$ cat src/rtl/bsa_pkg.sv
// bsa_pkg: sizes, register codes and fixed-point helpers of the bilinear splat accumulator
// used by every other file of the block except bsa_ram; depends on nothing

package bsa_pkg;

  localparam int unsigned MAX_COLS  = 256;
  localparam int unsigned MAX_ROWS  = 256;
  localparam int unsigned FRAC_BITS = 8;

  localparam int unsigned POS_W  = 18;
  localparam int unsigned VAL_W  = 24;
  localparam int unsigned RC_W   = 8;
  localparam int unsigned CNT_W  = 3;
  localparam int unsigned MEAN_W = 24;
  localparam int unsigned WSUM_W = 32;
  localparam int unsigned VSUM_W = 48;
  localparam int unsigned GRID_W = 9;

  localparam int unsigned CELLS  = MAX_COLS * MAX_ROWS;
  localparam int unsigned ADDR_W = $clog2(CELLS);

  localparam int unsigned ONE     = 1 << FRAC_BITS;
  localparam int unsigned FAC_W   = FRAC_BITS + 1;
  localparam int unsigned WGT_W   = 17;
  localparam int unsigned PROD_W  = VAL_W + WGT_W;
  localparam int unsigned COORD_W = POS_W - FRAC_BITS + 1;
  localparam int unsigned CMP_W   = (COORD_W > GRID_W) ? COORD_W : GRID_W;

  localparam int unsigned SH_R = (2 * FRAC_BITS >= 16) ? (2 * FRAC_BITS - 16) : 0;
  localparam int unsigned SH_L = (2 * FRAC_BITS < 16) ? (16 - 2 * FRAC_BITS) : 0;

  localparam int unsigned DIV_STEPS = VSUM_W;
  localparam int unsigned DIVC_W    = $clog2(DIV_STEPS);

  localparam int unsigned PADDR_W   = 3;
  localparam int unsigned PDATA_W   = 32;
  localparam logic [GRID_W-1:0] GRID_RESET = GRID_W'(256);

  localparam logic REG_GRID_COLS = 1'b0;
  localparam logic REG_GRID_ROWS = 1'b1;

  localparam logic ACT_SPLAT = 1'b0;
  localparam logic ACT_READ  = 1'b1;

  // bilinear product (2*FRAC_BITS fraction bits) to a Q.16 weight
  function automatic logic [WGT_W-1:0] to_q16(input logic [PROD_W-1:0] p);
    logic [PROD_W+16-1:0] t;
    t = ((PROD_W + 16)'(p) << SH_L) >> SH_R;
    return t[WGT_W-1:0];
  endfunction

endpackage

$ cat src/rtl/bsa_div.sv
// bsa_div: restoring divider, one quotient bit per cycle, for the cell mean
// depends on bsa_pkg for operand widths and step count

module bsa_div (
  input  logic                        clk_i,
  input  logic                        rst_ni,
  input  logic                        start_i,
  input  logic [bsa_pkg::VSUM_W-1:0]  dividend_i,
  input  logic [bsa_pkg::WSUM_W-1:0]  divisor_i,
  output logic                        done_o,
  output logic [bsa_pkg::VSUM_W-1:0]  quot_o
);

  logic                        busy_q;
  logic                        done_q;
  logic [bsa_pkg::DIVC_W-1:0]  cnt_q;
  logic [bsa_pkg::WSUM_W-1:0]  rem_q;
  logic [bsa_pkg::WSUM_W-1:0]  dvs_q;
  logic [bsa_pkg::VSUM_W-1:0]  quo_q;

  logic [bsa_pkg::WSUM_W:0]    rem_sh;
  logic [bsa_pkg::WSUM_W:0]    rem_sub;
  logic                        q_bit;

  // shared compare and subtract
  always_comb begin
    rem_sh  = {rem_q, quo_q[bsa_pkg::VSUM_W-1]};
    rem_sub = rem_sh - {1'b0, dvs_q};
    q_bit   = (rem_sh >= {1'b0, dvs_q});
  end

  always_ff @(posedge clk_i or negedge rst_ni) begin
    if (!rst_ni) begin
      busy_q <= 1'b0;
      done_q <= 1'b0;
      cnt_q  <= '0;
    end else begin
      done_q <= 1'b0;
      if (start_i) begin
        busy_q <= 1'b1;
        cnt_q  <= '0;
      end else if (busy_q) begin
        cnt_q <= cnt_q + 1'b1;
        if (cnt_q == bsa_pkg::DIVC_W'(bsa_pkg::DIV_STEPS - 1)) begin
          busy_q <= 1'b0;
          done_q <= 1'b1;
        end
      end
    end
  end

  always_ff @(posedge clk_i) begin
    if (start_i) begin
      rem_q <= '0;
      dvs_q <= divisor_i;
      quo_q <= dividend_i;
    end else if (busy_q) begin
      rem_q <= q_bit ? rem_sub[bsa_pkg::WSUM_W-1:0] : rem_sh[bsa_pkg::WSUM_W-1:0];
      quo_q <= {quo_q[bsa_pkg::VSUM_W-2:0], q_bit};
    end
  end

  assign done_o = done_q;
  assign quot_o = quo_q;

endmodule

$ cat config.mk
export PLATFORM = sky130hd
export DESIGN_NAME = bsa_div
export DESIGN_NICKNAME = d
export VERILOG_FILES = /design/src/rtl/bsa_pkg.sv /design/src/rtl/bsa_div.sv
export SDC_FILE = /design/constraint.sdc
export NUM_CORES = 1
export LEC_CHECK = 0
export BUFFER_PORTS_ARGS = -buffer_cell sky130_fd_sc_hd__buf_2
export CAP_MARGIN = 10
export CORE_MARGIN = 2
export CORE_UTILIZATION = 50
export CTS_CLUSTER_DIAMETER = 150
export DETAILED_ROUTE_END_ITERATION = 10
export PLACE_DENSITY = 0.77
export SYNTH_ARGS = -nofsm -noshare
export SYNTH_HDL_FRONTEND = slang
export SYNTH_SLANG_ARGS = --single-unit
$ cat constraint.sdc
create_clock -name clk_i -period 2.9 [get_ports clk_i]
set_clock_uncertainty 0.15 [all_clocks]
set_input_delay 0.145 -clock clk_i [delete_from_list [all_inputs] [get_ports clk_i]]
set_output_delay 0.145 -clock clk_i [all_outputs]
set_load 0.01 [all_outputs]
==> metrics.md, run 1 <==
| Metric | Value |
|---|---|
| Reg2Reg Launch Point | `quot_o[47]` |
| WS Path Type | `register to register` |
| Synthesized area | `6437 um^2` |
| H-tree levels | `4` |
| Max incr delay on CP | `0.38 ns` |
| CP dominant cell by count | `buf_4` |
| Worst relative slew slack | `62.06%` |
| Post-Synthesis Cells | `589` |
| Final Slew Violations | `0` |
| Delay-heaviest family, CP | `compound AO/OA/AOI/OAI gates` |
| Buf+Inv Stages, Crit Path | `3` |
| Antenna violations before repair | `0` |
| Fin. Hold Viols | `0` |
| Worst-path clk slew | `0.05 ns` |
| Synth-to-layout area growth | `45.40%` |
| Via count | `5589` |
| DRT iter0 DRCs | `424` |
| CTS max path bufs | `2` |
| Yosys warns | `0` |
| Critical Path AT | `3.03 ns` |
| Worst slew pin tran | `0.5632 ns` |
| PD cells | `878.2 nW/um^2` |
| Post-synthesis cell type count | `67` |
| Worst Setup SP | `quot_o[47]` |
| Worst vdd ir | `0.5019 mV` |
| WP data required | `3.04 ns` |
| Switching Fraction | `34.34%` |
| Routed WL per cell | `17.04 um` |
| Root buf cell | `clkbuf_16` |
| Part of the power in registers | `29.7%` |
| Reg area | `3243 um^2` |
| Synth top area cells | `edfxtp_1 (37%), dfxtp_1 (10%), mux2_2 (8.2%)` |
| CTS tree | `built` |
| Leak | `0.004077 uW` |
| Routed vias/inst | `5.405` |
| GRT overflow | `0` |
| Period utilization | `99.93%` |
| CP Max Fanout | `3` |
| Starting Density | `51.01%` |
| Place WS | `-0.08929 ns` |
| DR pass1 iterations | `5` |
| N_diodes | `0` |
| Share of cells above drive strength 1 | `36.19%` |
| FP Rows | `41` |
| EDFF count, synth | `80` |
| Post-synth top area share | `37.32%` |
| Core ar. | `12620 um^2` |
| CP max stage cell | `edfxtp_1` |
| Seq/Total Area, Yosys | `50.38%` |
| Clk sinks | `120` |
| Seq cells post-synth | `120` |
| Comb pwr share | `42.2%` |
| TritonCTS Buffers | `17` |
| Hold wc startpoint | `start_i` |
| Footprint of the multi-input gates | `3189 um^2` |
| Cells along the critical path | `inv_1 > ha_2 > fa_2 > and2b_1 > o31a_1 > o21ai_2 > o31ai_4 > buf_4 > buf_4 > a21o_1 > a21oi_2 > xor2_1 > nor2_1 > a21oi_1 > a211oi_1` |
| Syn Nets | `706` |
| Util after Layout | `74.17%` |
| CP endpoint kind | `register` |
| Final net count | `966` |
| Top FF cell, synth | `edfxtp_1` |
| FILL cells | `837` |
| Final Critical Period | `2.898 ns` |
| Mapped Avg Cell Area | `10.93 um^2` |
| Hold crit path type | `input port to register` |
| DP Area | `7552 um^2` |
| Routability congestion estimate | `0.9553` |
| P_sw | `2823 uW` |
| Area leader, netlist | `edfxtp_1` |
| Synth top cells by count | `edfxtp_1 (80), nor2_1 (57), a21oi_1 (53), mux2_2 (47), inv_1 (44)` |
| Finish-stage setup viols | `0` |
| Largest net degree at the start of global routing | `43` |
| Status | `finished, final reports clean` |
| Total Wirelength | `17620 um` |
| First-pass GRT wire length | `27530 um` |
| Routed Antenna Nets | `0` |
| Clk Latency, worst-skew pair | `0.43 ns` |
| Cell area after layout | `9360 um^2` |
| Ys async rst share | `6.667%` |
| Startpoint types | `register` |
| PnR worst setup slack | `0.001885 ns` |
| Die width | `117.5 um` |
| DIE AREA | `13800 um^2` |
| I/O pins | `132` |
| DRC | `0` |
| DPL Wire Length | `10680 um` |
| Internal Power | `5398 uW` |
| Top-count cell post-synth | `edfxtp_1` |
| Port buffer count | `131` |
| Die Y-Extent | `117.5 um` |
| Gr usage total | `25.16%` |
| Clock group share of total power | `28.1%` |
| Peak Freq | `345.1 MHz` |
| Max cap viols | `0` |
| RSZ-0062 raised after global routing | `true` |
| Vias in the first global route | `5764` |
## flip-flops by register name, summed over array words and instances (netlist names)
name / count
busy_q: 1
dvs_q: 32
cnt_q: 6
quot_o: 48
done_o: 1
rem_q: 32
## layer usage
layer	vias up	routed length [um]	GRT usage, %
met3	35	1106	6.347
met1	2662	7306	30.19
met4	0	439	10.84
li1	2666	-	-
met2	226	8771	42.98
met5	-	0	0
## power by group through the flow
stage               clock network [uW]  registers, uW  logic [uW]
CTS                               2330           2400        3080
finish                            2310           2440        3470
global route                      2420           2470        3770
floorplan                            0           2400        2010
detailed placement                   0           2410        2890
global placement                     0           2400        2810
## final cells by class
type                            count  area share, %
Clock buffer                       20          4.665
Tap cell                          172          2.299
Sequential cell                   120          34.65
Timing Repair Buffer              264          20.41
Clock inverter                     12          2.139
Multi-Input combinational cell    402          34.07
Inverter                           44          1.764
## cells by family (layout without fill, tap and decap cells)
group / count (synthesis) / count (layout) / share of synthesized area [%]
XOR/XNOR: 26 / 26 / 3.537
multiplexers: 57 / 57 / 9.796
buffers and inverters: 67 / 340 / 4.140
AND/OR/NAND/NOR: 133 / 133 / 9.874
flip-flops: 120 / 120 / 50.38
adder cells (fa/ha/maj): 34 / 34 / 6.725
AO/OA/AOI/OAI: 152 / 152 / 15.55
## worst min-delay path: stages
cell and delay (ns):
buf_4 0.12, nor2_1 0.06, buf_4 0.21, nor2_1 0.11
## metrics by stage
step | TNS, ns | hold slack (ns) | total power [uW] | cells
after CTS | 0 | 0.1068 | 7810 | 1025
after global placement | 0 | -0.1582 | 5212 | 908
after floorplan | -0.04749 | -0.3006 | 4408 | 589
after global routing | -0.5860 | 0.1337 | 8659 | 1034
final | 0 | 0.1173 | 8220 | 1034
after detailed placement | -0.2719 | -0.1490 | 5308 | 908
## what timing repair did
item | 4_1_cts | 5_1_grt
pin swaps | 6 | 14
endpoints found under the hold margin | 88 | 0
resized for setup | 5 | 42
endpoints found under the setup margin | 14 | 31
hold buffers | 82 | 0
buffers inserted | 3 | 9
gates cloned | 0 | 0
## placed cells by master (no fill, tap or decap), types with 10 or more instances in the layout
| cell | n |
|---|---|
| a211oi_1 | 14 |
| a21o_1 | 11 |
| a21oi_1 | 42 |
| buf_2 | 130 |
| buf_4 | 46 |
| clkbuf_16 | 17 |
| dfxtp_1 | 32 |
| dlygate4sd3_1 | 82 |
| edfxtp_1 | 80 |
| ha_1 | 23 |
| inv_1 | 41 |
| mux2_2 | 47 |
| nand2_1 | 29 |
| nor2_1 | 57 |
| o21ai_0 | 28 |
| xnor2_1 | 10 |
| xor2_1 | 16 |
## final timing paths
check                      slack, ns  depth (start not counted)   endpoint
setup / recovery               0.002                         15  rem_q[16]
hold / removal                  0.12                          4     busy_q
setup reg to reg               0.002                         15  rem_q[16]
hold reg to reg                 0.33                          2   rem_q[1]
max in group asynchronous       1.77                          3   cnt_q[2]
min in group asynchronous       0.55                          3   cnt_q[5]
Power figures use the tool's default switching activity.
==> run 2, diff against run 1 <==
Settings changed: CELL_PAD_IN_SITES_DETAIL_PLACEMENT set to 1, CELL_PAD_IN_SITES_GLOBAL_PLACEMENT set to 1, CORE_UTILIZATION 50 to 39, PLACE_DENSITY 0.77 to unset, PLACE_DENSITY_LB_ADDON set to 0.1.
==> metrics.md, run 2 (synthesis results as in run 1) <==
| Metric | Value |
|---|---|
| Synth-to-layout area growth | `52.79% (was 45.40%)` |
| Vias in the first global route | `6163 (was 5764)` |
| WP depth | `13 (was 15)` |
| FF-to-FF path depth | `13 (was 15)` |
| GRT overflow | `0 (unchanged)` |
| Routed Antenna Nets | `0 (unchanged)` |
| Crit path to | `rem_q[28] (was rem_q[16])` |
| CTS tree | `built (unchanged)` |
| Root buf cell | `clkbuf_16 (unchanged)` |
| Startpoint types | `register (unchanged)` |
| Worst vdd ir | `0.4936 mV (was 0.5019 mV)` |
| Post-Layout Cell Count | `1109 (was 1034)` |
| Period utilization | `101.1% (was 99.93%)` |
| Routed vias/inst | `5.216 (was 5.405)` |
| CP max stage cell | `edfxtp_1 (unchanged)` |
| DIE AREA | `17550 um^2 (was 13800 um^2)` |
| CTS max path bufs | `2 (unchanged)` |
| Final Slew Violations | `0 (unchanged)` |
| PD cells | `905.6 nW/um^2 (was 878.2 nW/um^2)` |
| Share of cells above drive strength 1 | `41.88% (was 36.19%)` |
| Hold crit path type | `input port to register (unchanged)` |
| Status | `finished with violations (was finished, final reports clean)` |
| P_sw | `3267 uW (was 2823 uW)` |
| Starting Density | `40.23% (was 51.01%)` |
| Gr usage total | `22.81% (was 25.16%)` |
| Final Critical Period | `2.931 ns (was 2.898 ns)` |
| FP Rows | `46 (was 41)` |
| Worst Setup SP | `quot_o[47] (unchanged)` |
| DRT iter0 DRCs | `244 (was 424)` |
| Max cap viols | `0 (unchanged)` |
| Placed Cells incl. Taps | `973 (was 908)` |
| Worst reg2reg setup slack | `-0.03 ns (was 0.002 ns)` |
| Leak | `0.004273 uW (was 0.004077 uW)` |
| TritonCTS Buffers | `17 (unchanged)` |
| Core ar. | `16000 um^2 (was 12620 um^2)` |
| Worst-path clk slew | `0.06 ns (was 0.05 ns)` |
| Routed WL per cell | `18.70 um (was 17.04 um)` |
| Switching Fraction | `36.68% (was 34.34%)` |
| Design Power | `8907 uW (was 8220 uW)` |
| Max incr delay on CP | `0.38 ns (about the same)` |
| Reg2Reg Launch Point | `quot_o[47] (unchanged)` |
| Die width | `132.5 um (was 117.5 um)` |
| Part of the power in registers | `27.5% (was 29.7%)` |
| Worst slew pin tran | `0.6143 ns (was 0.5632 ns)` |
| Fin. Hold Viols | `0 (unchanged)` |
| Most common cell after layout, fill and taps aside | `buf_2 (unchanged)` |
| CP endpoint kind | `register (unchanged)` |
| N_diodes | `0 (unchanged)` |
| Clk sinks | `120 (unchanged)` |
| WS Path Type | `register to register (unchanged)` |
| Final net count | `997 (was 966)` |
| First-pass GRT wire length | `31980 um (was 27530 um)` |
| Port buffer count | `131 (unchanged)` |
| Peak Freq | `341.2 MHz (was 345.1 MHz)` |
| I/O pins | `132 (unchanged)` |
| Comb pwr share | `47.7% (was 42.2%)` |
| Worst relative slew slack | `59.04% (was 62.06%)` |
| Critical Path AT | `3.13 ns (was 3.03 ns)` |
| Clock group share of total power | `24.9% (was 28.1%)` |
| Worst reg2reg endpoint | `rem_q[28] (was rem_q[16])` |
| CP Max Fanout | `3 (unchanged)` |
| Die Y-Extent | `132.5 um (was 117.5 um)` |
| RSZ-0062 raised after global routing | `true (unchanged)` |
| PnR worst setup slack | `-0.03073 ns (was 0.001885 ns)` |
| Delay-heaviest family, CP | `compound AO/OA/AOI/OAI gates (unchanged)` |
| Cells along the critical path | `inv_1 > ha_2 > fa_2 > and2b_1 > o31a_1 > o21ai_2 > o31ai_4 > a21oi_2 > o21ai_2 > a31o_2 > mux2i_1 > a221o_1 > a21oi_1 (was inv_1 > ha_2 > fa_2 > and2b_1 > o31a_1 > o21ai_2 > o31ai_4 > buf_4 > buf_4 > a21o_1 > a21oi_2 > xor2_1 > nor2_1 > a21oi_1 > a211oi_1)` |
| H-tree levels | `4 (unchanged)` |
| Total Wirelength | `20730 um (was 17620 um)` |
| WP data required | `3.10 ns (was 3.04 ns)` |
| Internal Power | `5640 uW (was 5398 uW)` |
| CP dominant cell by count | `o21ai_2 (was buf_4)` |
| Buf+Inv Stages, Crit Path | `1 (was 3)` |
| Reg area | `3244 um^2 (was 3243 um^2)` |
| Max reg flops | `48 (unchanged)` |
| DR pass1 iterations | `4 (was 5)` |
| FILL cells | `1715 (was 837)` |
| Largest net degree at the start of global routing | `49 (was 43)` |
| DRC | `0 (unchanged)` |
| Antenna violations before repair | `0 (unchanged)` |
| DPL Wire Length | `12380 um (was 10680 um)` |
| Most frequent cells in the layout | `buf_2 (130), dlygate4sd3_1 (83), edfxtp_1 (80) (was buf_2 (130), dlygate4sd3_1 (82), edfxtp_1 (80))` |
| Finish-stage setup viols | `4 (was 0)` |
| Footprint of the multi-input gates | `3358 um^2 (was 3189 um^2)` |
| Via count | `5785 (was 5589)` |
| Failing checks | `setup timing` |
| Clk Latency, worst-skew pair | `0.42 ns (was 0.43 ns)` |
| Routability congestion estimate | `0.8240 (was 0.9553)` |
run 2: layout make-up:
| cell class | count | area share (%) |
|---|---|---|
| multi-input cells | 403 | 34.14 |
| flip-flops and latches | 120 | 32.99 |
| repair buffers | 294 | 22.30 |
| clock buffers | 19 | 4.401 |
| well taps | 216 | 2.748 |
| clock inverters | 13 | 1.743 |
| inverters | 44 | 1.679 |
run 2: how the worst min path moves through the flow:
stage,slack (ns),cells after the start,from,to
2_1_floorplan,-0.30,0,rst_ni,busy_q
3_3_place_gp,-0.16,1,rst_ni,cnt_q[1]
3_5_place_dp,-0.15,1,rst_ni,done_o
4_1_cts,0.27,2,divisor_i[29],dvs_q[29]
5_1_grt,0.28,2,divisor_i[27],dvs_q[27]
6_report,0.29,2,divisor_i[28],dvs_q[28]
run 2: repair_timing:
| item | CTS | global route |
|---|---|---|
| gates resized for setup | 10 | 85 |
| gates cloned | 1 | 3 |
| setup endpoints to repair | 24 | 31 |
| hold endpoints to repair | 91 | 0 |
| setup buffers | 3 | 14 |
| hold buffers | 83 | 0 |
| pin swaps | 11 | 43 |
run 2: power groups by stage:
stage / combinational (uW) / sequential (uW) / clock, uW
floorplan: 2010 / 2400 / 0
global placement: 3110 / 2400 / 0
detailed placement: 3200 / 2410 / 0
CTS: 3420 / 2400 / 2250
global route: 4600 / 2490 / 2320
finish: 4240 / 2450 / 2210
run 2: per-layer routing:
metal	track usage, %	vias to the layer above	wire length (um)
li1	-	2732	-
met1	27.43	2874	8587
met2	39.61	148	10660
met3	6.552	31	1105
met4	6.870	0	379
met5	0	-	0
run 2: stage by stage:
stage	instance area, um^2	setup TNS (ns)	utilization [%]	hold WS, ns	setup slack [ns]
2_1_floorplan	6450	-0.04749	-	-0.3006	-0.04749
3_3_place_gp	7765	-0.08325	48.53	-0.1570	-0.02645
3_5_place_dp	7765	-1.526	48.53	-0.1505	-0.1435
4_1_cts	9293	-0.02603	58.08	0.2659	-0.01478
5_1_grt	9836	-2.356	61.47	0.2812	-0.1808
6_report	9836	-0.07953	61.47	0.2875	-0.03073
